--- config.mk ---
export PLATFORM = sky130hd
export DESIGN_NAME = servo_packet_deframer_top
export DESIGN_NICKNAME = d
export VERILOG_FILES = /design/src/design/spd_pkg.sv /design/src/design/spd_in_stage.sv /design/src/design/spd_core.sv /design/src/design/spd_out_stage.sv /design/src/design/servo_packet_deframer_top.sv
export VERILOG_INCLUDE_DIRS = /design/src /design/src/design
export SDC_FILE = /design/constraint.sdc
export NUM_CORES = 1
export LEC_CHECK = 0
export BUFFER_PORTS_ARGS = -buffer_cell sky130_fd_sc_hd__buf_2
export CAP_MARGIN = 0
export CELL_PAD_IN_SITES_DETAIL_PLACEMENT = 0
export CELL_PAD_IN_SITES_GLOBAL_PLACEMENT = 1
export CORE_MARGIN = 3
export CORE_UTILIZATION = 42
export DETAILED_ROUTE_END_ITERATION = 8
export PLACE_DENSITY = 0.86
export SLEW_MARGIN = 20
export SYNTH_ARGS = -nofsm -noshare
export SYNTH_HDL_FRONTEND = slang
export SYNTH_SLANG_ARGS = --single-unit
--- constraint.sdc ---
create_clock -name clk -period 5.6 [get_ports clk]
set_input_delay 1.4 -clock clk [delete_from_list [all_inputs] [get_ports clk]]
set_output_delay 1.4 -clock clk [all_outputs]
set_load 0.02 [all_outputs]
--- src/design/servo_packet_deframer_top_defines.svh ---
// Assertion macros used by the deframer top level.
`ifndef SERVO_PACKET_DEFRAMER_TOP_DEFINES_SVH
`define SERVO_PACKET_DEFRAMER_TOP_DEFINES_SVH
`ifndef NO_ASSERTIONS
// Checks cons in the same cycle as ante.
`define SPD_ASSERT_NOW(label, clk, rst, ante, cons, msg) \
  label: assert property (@(posedge clk) disable iff (rst) (ante) |-> (cons)) \
    else $error(msg);
// Checks cons in the cycle after ante.
`define SPD_ASSERT_NEXT(label, clk, rst, ante, cons, msg) \
  label: assert property (@(posedge clk) disable iff (rst) (ante) |=> (cons)) \
    else $error(msg);
`else
`define SPD_ASSERT_NOW(label, clk, rst, ante, cons, msg)
`define SPD_ASSERT_NEXT(label, clk, rst, ante, cons, msg)
`endif
`endif

--- src/design/spd_pkg.sv ---
package spd_pkg;

  typedef struct packed {
    logic       func;
    logic [7:0] rx_byte;
  } in_item_t;

  typedef struct packed {
    logic [7:0]  byte_out;
    logic [15:0] byte_index;
    logic [2:0]  status;
    logic [15:0] packet_bytes;
  } out_item_t;

  localparam logic [7:0] HDR_FF = 8'hFF;
  localparam logic [7:0] HDR_FD = 8'hFD;

  localparam logic [16:0] FRAME_OVERHEAD = 17'd7;
  localparam logic [15:0] MIN_LENGTH     = 16'd3;
  localparam logic [16:0] MIN_TOTAL      = 17'd10;

  localparam logic [15:0] LEN_LO_INDEX = 16'd5;
  localparam logic [15:0] LEN_HI_INDEX = 16'd6;

  localparam logic [15:0] BUF_SIZE_RESET = 16'd255;

  localparam logic [2:0] ST_STORED   = 3'd0;
  localparam logic [2:0] ST_DISCARD  = 3'd1;
  localparam logic [2:0] ST_COMPLETE = 3'd2;
  localparam logic [2:0] ST_OVERFLOW = 3'd3;
  localparam logic [2:0] ST_TIMEOUT  = 3'd4;

endpackage

--- src/design/spd_in_stage.sv ---
module spd_in_stage (
  input  logic             clk,
  input  logic             rst,
  input  logic             in_valid,
  output logic             in_ready,
  input  spd_pkg::in_item_t in_data,
  input  logic             take,
  output logic             stage_valid,
  output spd_pkg::in_item_t stage_item
);
  import spd_pkg::*;

  // The register may refill in the same cycle that its item moves on.
  assign in_ready = !stage_valid || take;

  always_ff @(posedge clk) begin
    if (rst) begin
      stage_valid <= 1'b0;
    end else if (in_ready) begin
      stage_valid <= in_valid;
    end
  end

  always_ff @(posedge clk) begin
    if (in_valid && in_ready) begin
      stage_item <= in_data;
    end
  end

endmodule

--- src/design/spd_core.sv ---
module spd_core (
  input  logic              clk,
  input  logic              rst,
  input  logic              advance,
  input  spd_pkg::in_item_t  item,
  input  logic [15:0]       buf_size,
  output spd_pkg::out_item_t result
);
  import spd_pkg::*;

  localparam logic [1:0] PH_HUNT0 = 2'd0;
  localparam logic [1:0] PH_HUNT1 = 2'd1;
  localparam logic [1:0] PH_HUNT2 = 2'd2;
  localparam logic [1:0] PH_BODY  = 2'd3;

  logic [1:0]  phase;
  logic [1:0]  phase_next;
  logic [15:0] byte_count;
  logic [15:0] byte_count_next;
  logic [15:0] length_field;
  logic [15:0] length_field_next;

  logic [16:0] count_inc;
  logic [15:0] eff_len;
  logic [16:0] full_len;

  // A packet can only end at its tenth byte or later, so the length bytes are
  // already in the register by the time the total is compared.
  assign count_inc = {1'b0, byte_count} + 17'd1;
  assign eff_len   = (length_field < MIN_LENGTH) ? MIN_LENGTH : length_field;
  assign full_len  = {1'b0, eff_len} + FRAME_OVERHEAD;

  always_comb begin
    phase_next        = phase;
    byte_count_next   = count_inc[15:0];
    length_field_next = length_field;
    result.byte_out     = item.rx_byte;
    result.byte_index   = byte_count;
    result.status       = ST_STORED;
    result.packet_bytes = 16'd0;

    if (item.func) begin
      phase_next          = PH_HUNT0;
      byte_count_next     = 16'd0;
      length_field_next   = 16'd0;
      result.byte_out     = 8'd0;
      result.byte_index   = 16'd0;
      result.status       = ST_TIMEOUT;
    end else if (count_inc >= {1'b0, buf_size}) begin
      // The capacity test wins over every outcome but a timeout.
      phase_next        = PH_HUNT0;
      byte_count_next   = 16'd0;
      length_field_next = 16'd0;
      result.status     = ST_OVERFLOW;
    end else begin
      case (phase)
        PH_HUNT0, PH_HUNT1: begin
          if (item.rx_byte == HDR_FF) begin
            phase_next = (phase == PH_HUNT0) ? PH_HUNT1 : PH_HUNT2;
          end else begin
            phase_next        = PH_HUNT0;
            byte_count_next   = 16'd0;
            length_field_next = 16'd0;
            result.status     = ST_DISCARD;
          end
        end
        PH_HUNT2: begin
          if (item.rx_byte == HDR_FD) begin
            phase_next = PH_BODY;
          end else begin
            phase_next        = PH_HUNT0;
            byte_count_next   = 16'd0;
            length_field_next = 16'd0;
            result.status     = ST_DISCARD;
          end
        end
        default: begin
          if (byte_count == LEN_LO_INDEX) begin
            length_field_next = {8'd0, item.rx_byte};
          end else if (byte_count == LEN_HI_INDEX) begin
            length_field_next = {item.rx_byte, length_field[7:0]};
          end
          if (count_inc >= MIN_TOTAL && count_inc == full_len) begin
            result.status       = ST_COMPLETE;
            result.packet_bytes = count_inc[15:0];
            phase_next          = PH_HUNT0;
            byte_count_next     = 16'd0;
            length_field_next   = 16'd0;
          end
        end
      endcase
    end
  end

  always_ff @(posedge clk) begin
    if (rst) begin
      phase        <= PH_HUNT0;
      byte_count   <= 16'd0;
      length_field <= 16'd0;
    end else if (advance) begin
      phase        <= phase_next;
      byte_count   <= byte_count_next;
      length_field <= length_field_next;
    end
  end

endmodule

--- src/design/spd_out_stage.sv ---
module spd_out_stage (
  input  logic               clk,
  input  logic               rst,
  input  logic               stage_valid,
  input  spd_pkg::out_item_t  result,
  output logic               take,
  output logic               out_valid,
  input  logic               out_ready,
  output spd_pkg::out_item_t  out_data
);
  import spd_pkg::*;

  assign take = stage_valid && (!out_valid || out_ready);

  always_ff @(posedge clk) begin
    if (rst) begin
      out_valid <= 1'b0;
    end else if (take) begin
      out_valid <= 1'b1;
    end else if (out_ready) begin
      out_valid <= 1'b0;
    end
  end

  always_ff @(posedge clk) begin
    if (take) begin
      out_data <= result;
    end
  end

endmodule

--- src/design/servo_packet_deframer_top.sv ---
// An accepted item waits in the input register; its result is registered in the output register
// when the output is not stalled. The input register refills while its item moves on.
// Throughput: one item per cycle unless the output stalls.
// A stalled result holds in the output register while one more item waits in the input register.
// Synchronous active-high reset empties both registers, returns to header hunting
// and sets the buffer size to 255.
module servo_packet_deframer_top (
  input  logic               clk,
  input  logic               rst,
  input  logic               in_valid,
  output logic               in_ready,
  input  spd_pkg::in_item_t   in_data,
  output logic               out_valid,
  input  logic               out_ready,
  output spd_pkg::out_item_t  out_data,
  input  logic               cfg_we,
  input  logic [15:0]        cfg_wdata
);
  import spd_pkg::*;
  `include "servo_packet_deframer_top_defines.svh"

  logic [15:0] buffer_size;
  logic       stage_valid;
  logic       take;
  in_item_t   stage_item;
  out_item_t  result;

  always_ff @(posedge clk) begin
    if (rst) begin
      buffer_size <= BUF_SIZE_RESET;
    end else if (cfg_we) begin
      buffer_size <= cfg_wdata;
    end
  end

  spd_in_stage u_in (
    .clk        (clk),
    .rst        (rst),
    .in_valid   (in_valid),
    .in_ready   (in_ready),
    .in_data    (in_data),
    .take       (take),
    .stage_valid(stage_valid),
    .stage_item (stage_item)
  );

  spd_core u_core (
    .clk     (clk),
    .rst     (rst),
    .advance (take),
    .item    (stage_item),
    .buf_size(buffer_size),
    .result  (result)
  );

  spd_out_stage u_out (
    .clk        (clk),
    .rst        (rst),
    .stage_valid(stage_valid),
    .result     (result),
    .take       (take),
    .out_valid  (out_valid),
    .out_ready  (out_ready),
    .out_data   (out_data)
  );

  `SPD_ASSERT_NOW(a_pkt_bytes_zero, clk, rst, out_valid && (out_data.status != ST_COMPLETE), out_data.packet_bytes == 16'd0, "packet_bytes set on a result that is not complete")
  `SPD_ASSERT_NOW(a_timeout_clear, clk, rst, out_valid && (out_data.status == ST_TIMEOUT), (out_data.byte_out == 8'd0) && (out_data.byte_index == 16'd0), "timeout result carries byte data")
  `SPD_ASSERT_NOW(a_complete_total, clk, rst, out_valid && (out_data.status == ST_COMPLETE), (out_data.packet_bytes >= 16'd10) && (out_data.byte_index + 16'd1 == out_data.packet_bytes), "complete packet total does not match its last index")
  `SPD_ASSERT_NEXT(a_stall_holds_stage, clk, rst, stage_valid && out_valid && !out_ready, stage_valid, "waiting item lost while output stalled")

endmodule

==> report_table.html <==
<table>
<tr><th>Metric</th><th>Value</th></tr>
<tr><th colspan="2">Clock network</th></tr>
<tr><td>H-tree Lvls</td><td>3</td></tr>
<tr><td>Maximum clock insertion buffer count</td><td>2</td></tr>
<tr><td>TritonCTS clock tree</td><td>yes</td></tr>
<tr><td>Clock latency on the worst-skew pair</td><td>0.35 ns</td></tr>
<tr><td>Total clock sinks</td><td>104</td></tr>
<tr><td>Post CTS Setup Buffer Count</td><td>0</td></tr>
<tr><td>Number of gates resized after cts</td><td>0</td></tr>
<tr><td>Post-CTS Hold Buffers</td><td>0</td></tr>
<tr><td>Root cell of the clock tree</td><td>clkbuf_16</td></tr>
<tr><td>CTS buffer count</td><td>9</td></tr>
<tr><td>Clock edge transition at the registers on the reported setup and hold paths</td><td>0.07 ns</td></tr>
<tr><th colspan="2">Global route</th></tr>
<tr><td>Total Routing Usage GR</td><td>0.1940</td></tr>
<tr><td>Number of global-route vias before repair</td><td>4,215</td></tr>
<tr><td>Congestion Overflow GR</td><td>0</td></tr>
<tr><td>Largest net degree at the start of global routing</td><td>50</td></tr>
<tr><td>Wire length of the first global-routing pass</td><td>21,780 um</td></tr>
<tr><td>Number of antenna violations at the first check in global routing</td><td>0</td></tr>
<tr><th colspan="2">Placed design</th></tr>
<tr><td>Weighted congestion at the end of routability-driven global placement</td><td>0.8699</td></tr>
<tr><td>Quantity of I/O buffers inserted on ports</td><td>74</td></tr>
<tr><td>Post-detail-place hpwl</td><td>10,480 um</td></tr>
<tr><td>Post-place setup slack</td><td>1.249 ns</td></tr>
<tr><th colspan="2">Synthesis</th></tr>
<tr><td>EDFF count, synth</td><td>52</td></tr>
<tr><td>Fraction of post-synthesis cell area in the top cell type by area</td><td>0.2816</td></tr>
<tr><td>Post-synthesis cell type count</td><td>62</td></tr>
<tr><td>Number of synthesis warnings</td><td>0</td></tr>
<tr><td>Cell taking the most area after synthesis</td><td>edfxtp_1</td></tr>
<tr><td>Synthesized area per cell</td><td>9.867 um2</td></tr>
<tr><td>Number of nets in the synthesized netlist</td><td>613</td></tr>
<tr><td>Sequential area share after synthesis</td><td>0.4693</td></tr>
<tr><td>Primary flip-flop cell chosen by synthesis mapping</td><td>edfxtp_1</td></tr>
<tr><td>Gate count after technology mapping</td><td>562</td></tr>
<tr><td>Total of flip-flops plus latches after synthesis</td><td>104</td></tr>
<tr><td>Area of the mapped netlist</td><td>0.005545 mm2</td></tr>
<tr><td>Area contributors post-synth</td><td>edfxtp_1 28%, dfxtp_1 19%, ha_1 4.7%, xnor2_1 4.4%, inv_1 3.9%</td></tr>
<tr><td>Ys async rst share</td><td>0</td></tr>
<tr><th colspan="2">STA</th></tr>
<tr><td>Total setup violations reported at the end of the flow</td><td>0</td></tr>
<tr><td>Worst slew slack as a fraction of its limit</td><td>0.2951</td></tr>
<tr><td>Slew Viols, Final</td><td>0</td></tr>
<tr><td>Highest clock rate</td><td>223.3 MHz</td></tr>
<tr><td>Hold Fails Final Rpt</td><td>0</td></tr>
<tr><td>Final critical path time including I/O delays and setup</td><td>4.479 ns</td></tr>
<tr><td>Share of the cycle needed by the critical path after routing</td><td>0.7998</td></tr>
<tr><td>Slew at the pin closest to its max-slew limit</td><td>1.056 ns</td></tr>
<tr><td>Final clock skew</td><td>0.009857 ns</td></tr>
<tr><td>Setup repair after global routing missed its margin</td><td>false</td></tr>
<tr><td>Final-layout setup total negative slack</td><td>0 ns</td></tr>
<tr><td>Post-route worst setup slack</td><td>1.121 ns</td></tr>
<tr><th colspan="2">Routing</th></tr>
<tr><td>WL final</td><td>13,560 um</td></tr>
<tr><td>Drt via density</td><td>5.374</td></tr>
<tr><td>Initial detailed-routing violation count</td><td>262</td></tr>
<tr><td>Met1 routed wirelength after detailed routing</td><td>5934 um</td></tr>
<tr><td>Remaining antenna violation count</td><td>0</td></tr>
<tr><td>DRT Pass-1 Iters</td><td>5</td></tr>
<tr><td>Met3 wire length</td><td>676 um</td></tr>
<tr><td>DR vias</td><td>4,283</td></tr>
<tr><td>Per-cell routed wire length</td><td>17.02 um</td></tr>
<tr><td>Number of DRC violations after detailed routing</td><td>0</td></tr>
<tr><td>Top Metal Used</td><td>met4</td></tr>
<tr><td>Met2 Wirelength</td><td>6560 um</td></tr>
<tr><th colspan="2">Final layout</th></tr>
<tr><td>Number of diodes</td><td>0</td></tr>
<tr><td>Share of cells above drive strength 1</td><td>0.1744</td></tr>
<tr><td>Layout overhead on the synthesized area</td><td>13.54%</td></tr>
<tr><td>Total number of nets in the final design</td><td>671</td></tr>
<tr><th colspan="2">Power and ir drop</th></tr>
<tr><td>Maximum vdd drop</td><td>0.1762 mV</td></tr>
<tr><td>Fraction of power spent switching nets</td><td>0.2358</td></tr>
<tr><td>PwrDens</td><td>242.1 mW/mm2</td></tr>
<tr><td>Total power after layout</td><td>1.524 mW</td></tr>
<tr><td>Seq pwr share</td><td>0.549</td></tr>
<tr><td>Clock network fraction of design power</td><td>0.383</td></tr>
<tr><td>Cell internal pwr</td><td>1.165 mW</td></tr>
<tr><td>Net load switching power</td><td>0.3595 mW</td></tr>
<tr><td>Combinational Power Share</td><td>0.069</td></tr>
<tr><td>Static Leakage</td><td>2.521 nW</td></tr>
<tr><th colspan="2">Worst setup path</th></tr>
<tr><td>Data required time of the worst path</td><td>5.87 ns</td></tr>
<tr><td>Kind of critical path</td><td>register to register</td></tr>
<tr><td>Startpoint kind of the worst setup timing path</td><td>register</td></tr>
<tr><td>Setup crit end</td><td>u_core.length_field[11]$_SDFFE_PP0P_</td></tr>
<tr><td>Number of cells traversed by the worst register-to-register path</td><td>15</td></tr>
<tr><td>Critical register-to-register path endpoint</td><td>u_core.length_field[11]$_SDFFE_PP0P_</td></tr>
<tr><td>Worst R2R Setup Slack</td><td>1.12 ns</td></tr>
<tr><td>CP Data Arrival Time</td><td>4.74 ns</td></tr>
<tr><td>Crit path from</td><td>u_core.byte_count[0]$_SDFFE_PP0P_</td></tr>
<tr><td>Beginning of the worst register-to-register path</td><td>u_core.byte_count[0]$_SDFFE_PP0P_</td></tr>
<tr><td>Worst Path Max Fanout</td><td>15</td></tr>
<tr><td>Type of destination of the critical path</td><td>register</td></tr>
<tr><th colspan="2">Job</th></tr>
<tr><td>Maximum capacitance violations</td><td>0</td></tr>
<tr><th colspan="2">Die</th></tr>
<tr><td>Core area</td><td>0.01277 mm2</td></tr>
<tr><td>Number of placed I/O pins</td><td>75</td></tr>
<tr><td>X dimension of the die</td><td>120.9 um</td></tr>
<tr><td>Full die area</td><td>0.01462 mm2</td></tr>
<tr><td>Std cell rows</td><td>41</td></tr>
<tr><td>Starting density of the core</td><td>0.4341</td></tr>
<tr><td>Die span in y</td><td>120.9 um</td></tr>
<tr><th colspan="2">Worst hold path</th></tr>
<tr><td>Hold Path Class</td><td>register to register</td></tr>
<tr><th colspan="2">Run status</th></tr>
<tr><td>Result of the run</td><td>finished clean</td></tr>
</table>
[per-stage QoR]
step	instance area (um2)	util	hold slack [ns]	instances
after floorplan	5545	-	0.4244	562
after global placement	6022	0.4714	0.4562	781
after detailed placement	6022	0.4714	0.4599	781
after CTS	6296	0.4929	0.4701	797
after global routing	6296	0.4929	0.4905	797
final	6296	0.4929	0.4719	797
[synth_stat cells (15+ instances only)]
master and n:
inv_1 58, ha_1 21, nor2_1 45, clkbuf_1 17, a21oi_1 16, edfxtp_1 52
nor2b_1 15, nand4_1 17, nand2_1 42, xnor2_1 28, dfxtp_1 52, nand3_1 17
[area by class of cell]
class                      instances  area (um2)
multi-input combinational        369        2586
tap                              172       215.2
clock inverter                     6       45.04
clock buffer                      10       229.0
timing repair buffer              78       400.4
fill                            1212        6477
sequential                       104        2603
inverter                          58       217.7
[worst min-delay path by stage]
| stage | slack (ns) | end | from | depth (start not counted) |
|---|---|---|---|---|
| after floorplan | 0.42 | u_out.out_data[18]$_SDFFCE_PP1P_ | u_in.stage_item[8]$_DFFE_PP_ | 0 |
| after CTS | 0.47 | u_core.length_field[0]$_SDFFE_PP0P_ | u_core.length_field[0]$_SDFFE_PP0P_ | 2 |
| after detailed placement | 0.46 | u_core.length_field[0]$_SDFFE_PP0P_ | u_core.length_field[0]$_SDFFE_PP0P_ | 2 |
| final | 0.47 | u_core.length_field[0]$_SDFFE_PP0P_ | u_core.length_field[0]$_SDFFE_PP0P_ | 2 |
| after global placement | 0.46 | u_core.length_field[0]$_SDFFE_PP0P_ | u_core.length_field[0]$_SDFFE_PP0P_ | 2 |
| after global routing | 0.49 | u_core.length_field[0]$_SDFFE_PP0P_ | u_core.length_field[0]$_SDFFE_PP0P_ | 2 |
[power by group through the flow]
stage          Clock (mW)  Combinational [mW]  Sequential [mW]
2_1_floorplan           0              0.0469            0.872
3_3_place_gp            0               0.104            0.853
3_5_place_dp            0               0.106            0.854
4_1_cts             0.597               0.106            0.837
5_1_grt             0.633               0.116            0.839
6_report            0.584               0.105            0.836
[routing by layer]
| metal | up-vias | global-route usage |
|---|---|---|
| met5 | - | 0 |
| met4 | 0 | 0.08357 |
| met3 | 24 | 0.04336 |
| met2 | 111 | 0.3203 |
| met1 | 2039 | 0.2442 |
| li1 | 2109 | - |
[cells by family after synthesis]
group | share of synthesized area
simple gates | 0.1861
fa+ha+maj | 0.04738
buf+inv | 0.06430
flops | 0.4693
mux | 0.01625
xor+xnor | 0.07717
compound gates | 0.1394
[worst max-delay path, cell delays in order, from the launching register on]
cell	delay, ns
dfxtp_1	0.66
ha_1	0.43
nand4_1	0.22
nor4_1	0.50
xnor2_1	0.28
inv_1	0.10
ha_1	0.32
a21o_1	0.16
o21ai_0	0.16
o211ai_1	0.13
a211oi_1	0.24
buf_4	0.19
nand2_1	0.07
a211oi_2	0.33
nand3_1	0.35
o22ai_1	0.24
[registers in the layout (all words and copies together) (netlist names)]
signal               cells
u_out.out_data          43
buffer_size             16
u_core.byte_count       16
u_core.length_field     16
u_in.stage_item          9
u_core.phase             2
u_in.stage_valid         1
u_out.out_valid          1
[cell usage in the layout (no fill, tap or decap), drive strengths merged, types with 10 or more instances in the layout]
cell type	netlist	layout
clkbuf	18	10
nand4	18	18
edfxtp	52	52
buf	13	78
ha	21	21
o2bb2ai	10	10
xnor2	28	28
nor4	13	13
nand2	43	43
a21oi	16	16
a21o	13	13
nor2	46	46
nand3	18	18
dfxtp	52	52
inv	58	60
o21ai	20	20
nor2b	15	15
No activity file was read; power rests on OpenSTA's default activity.
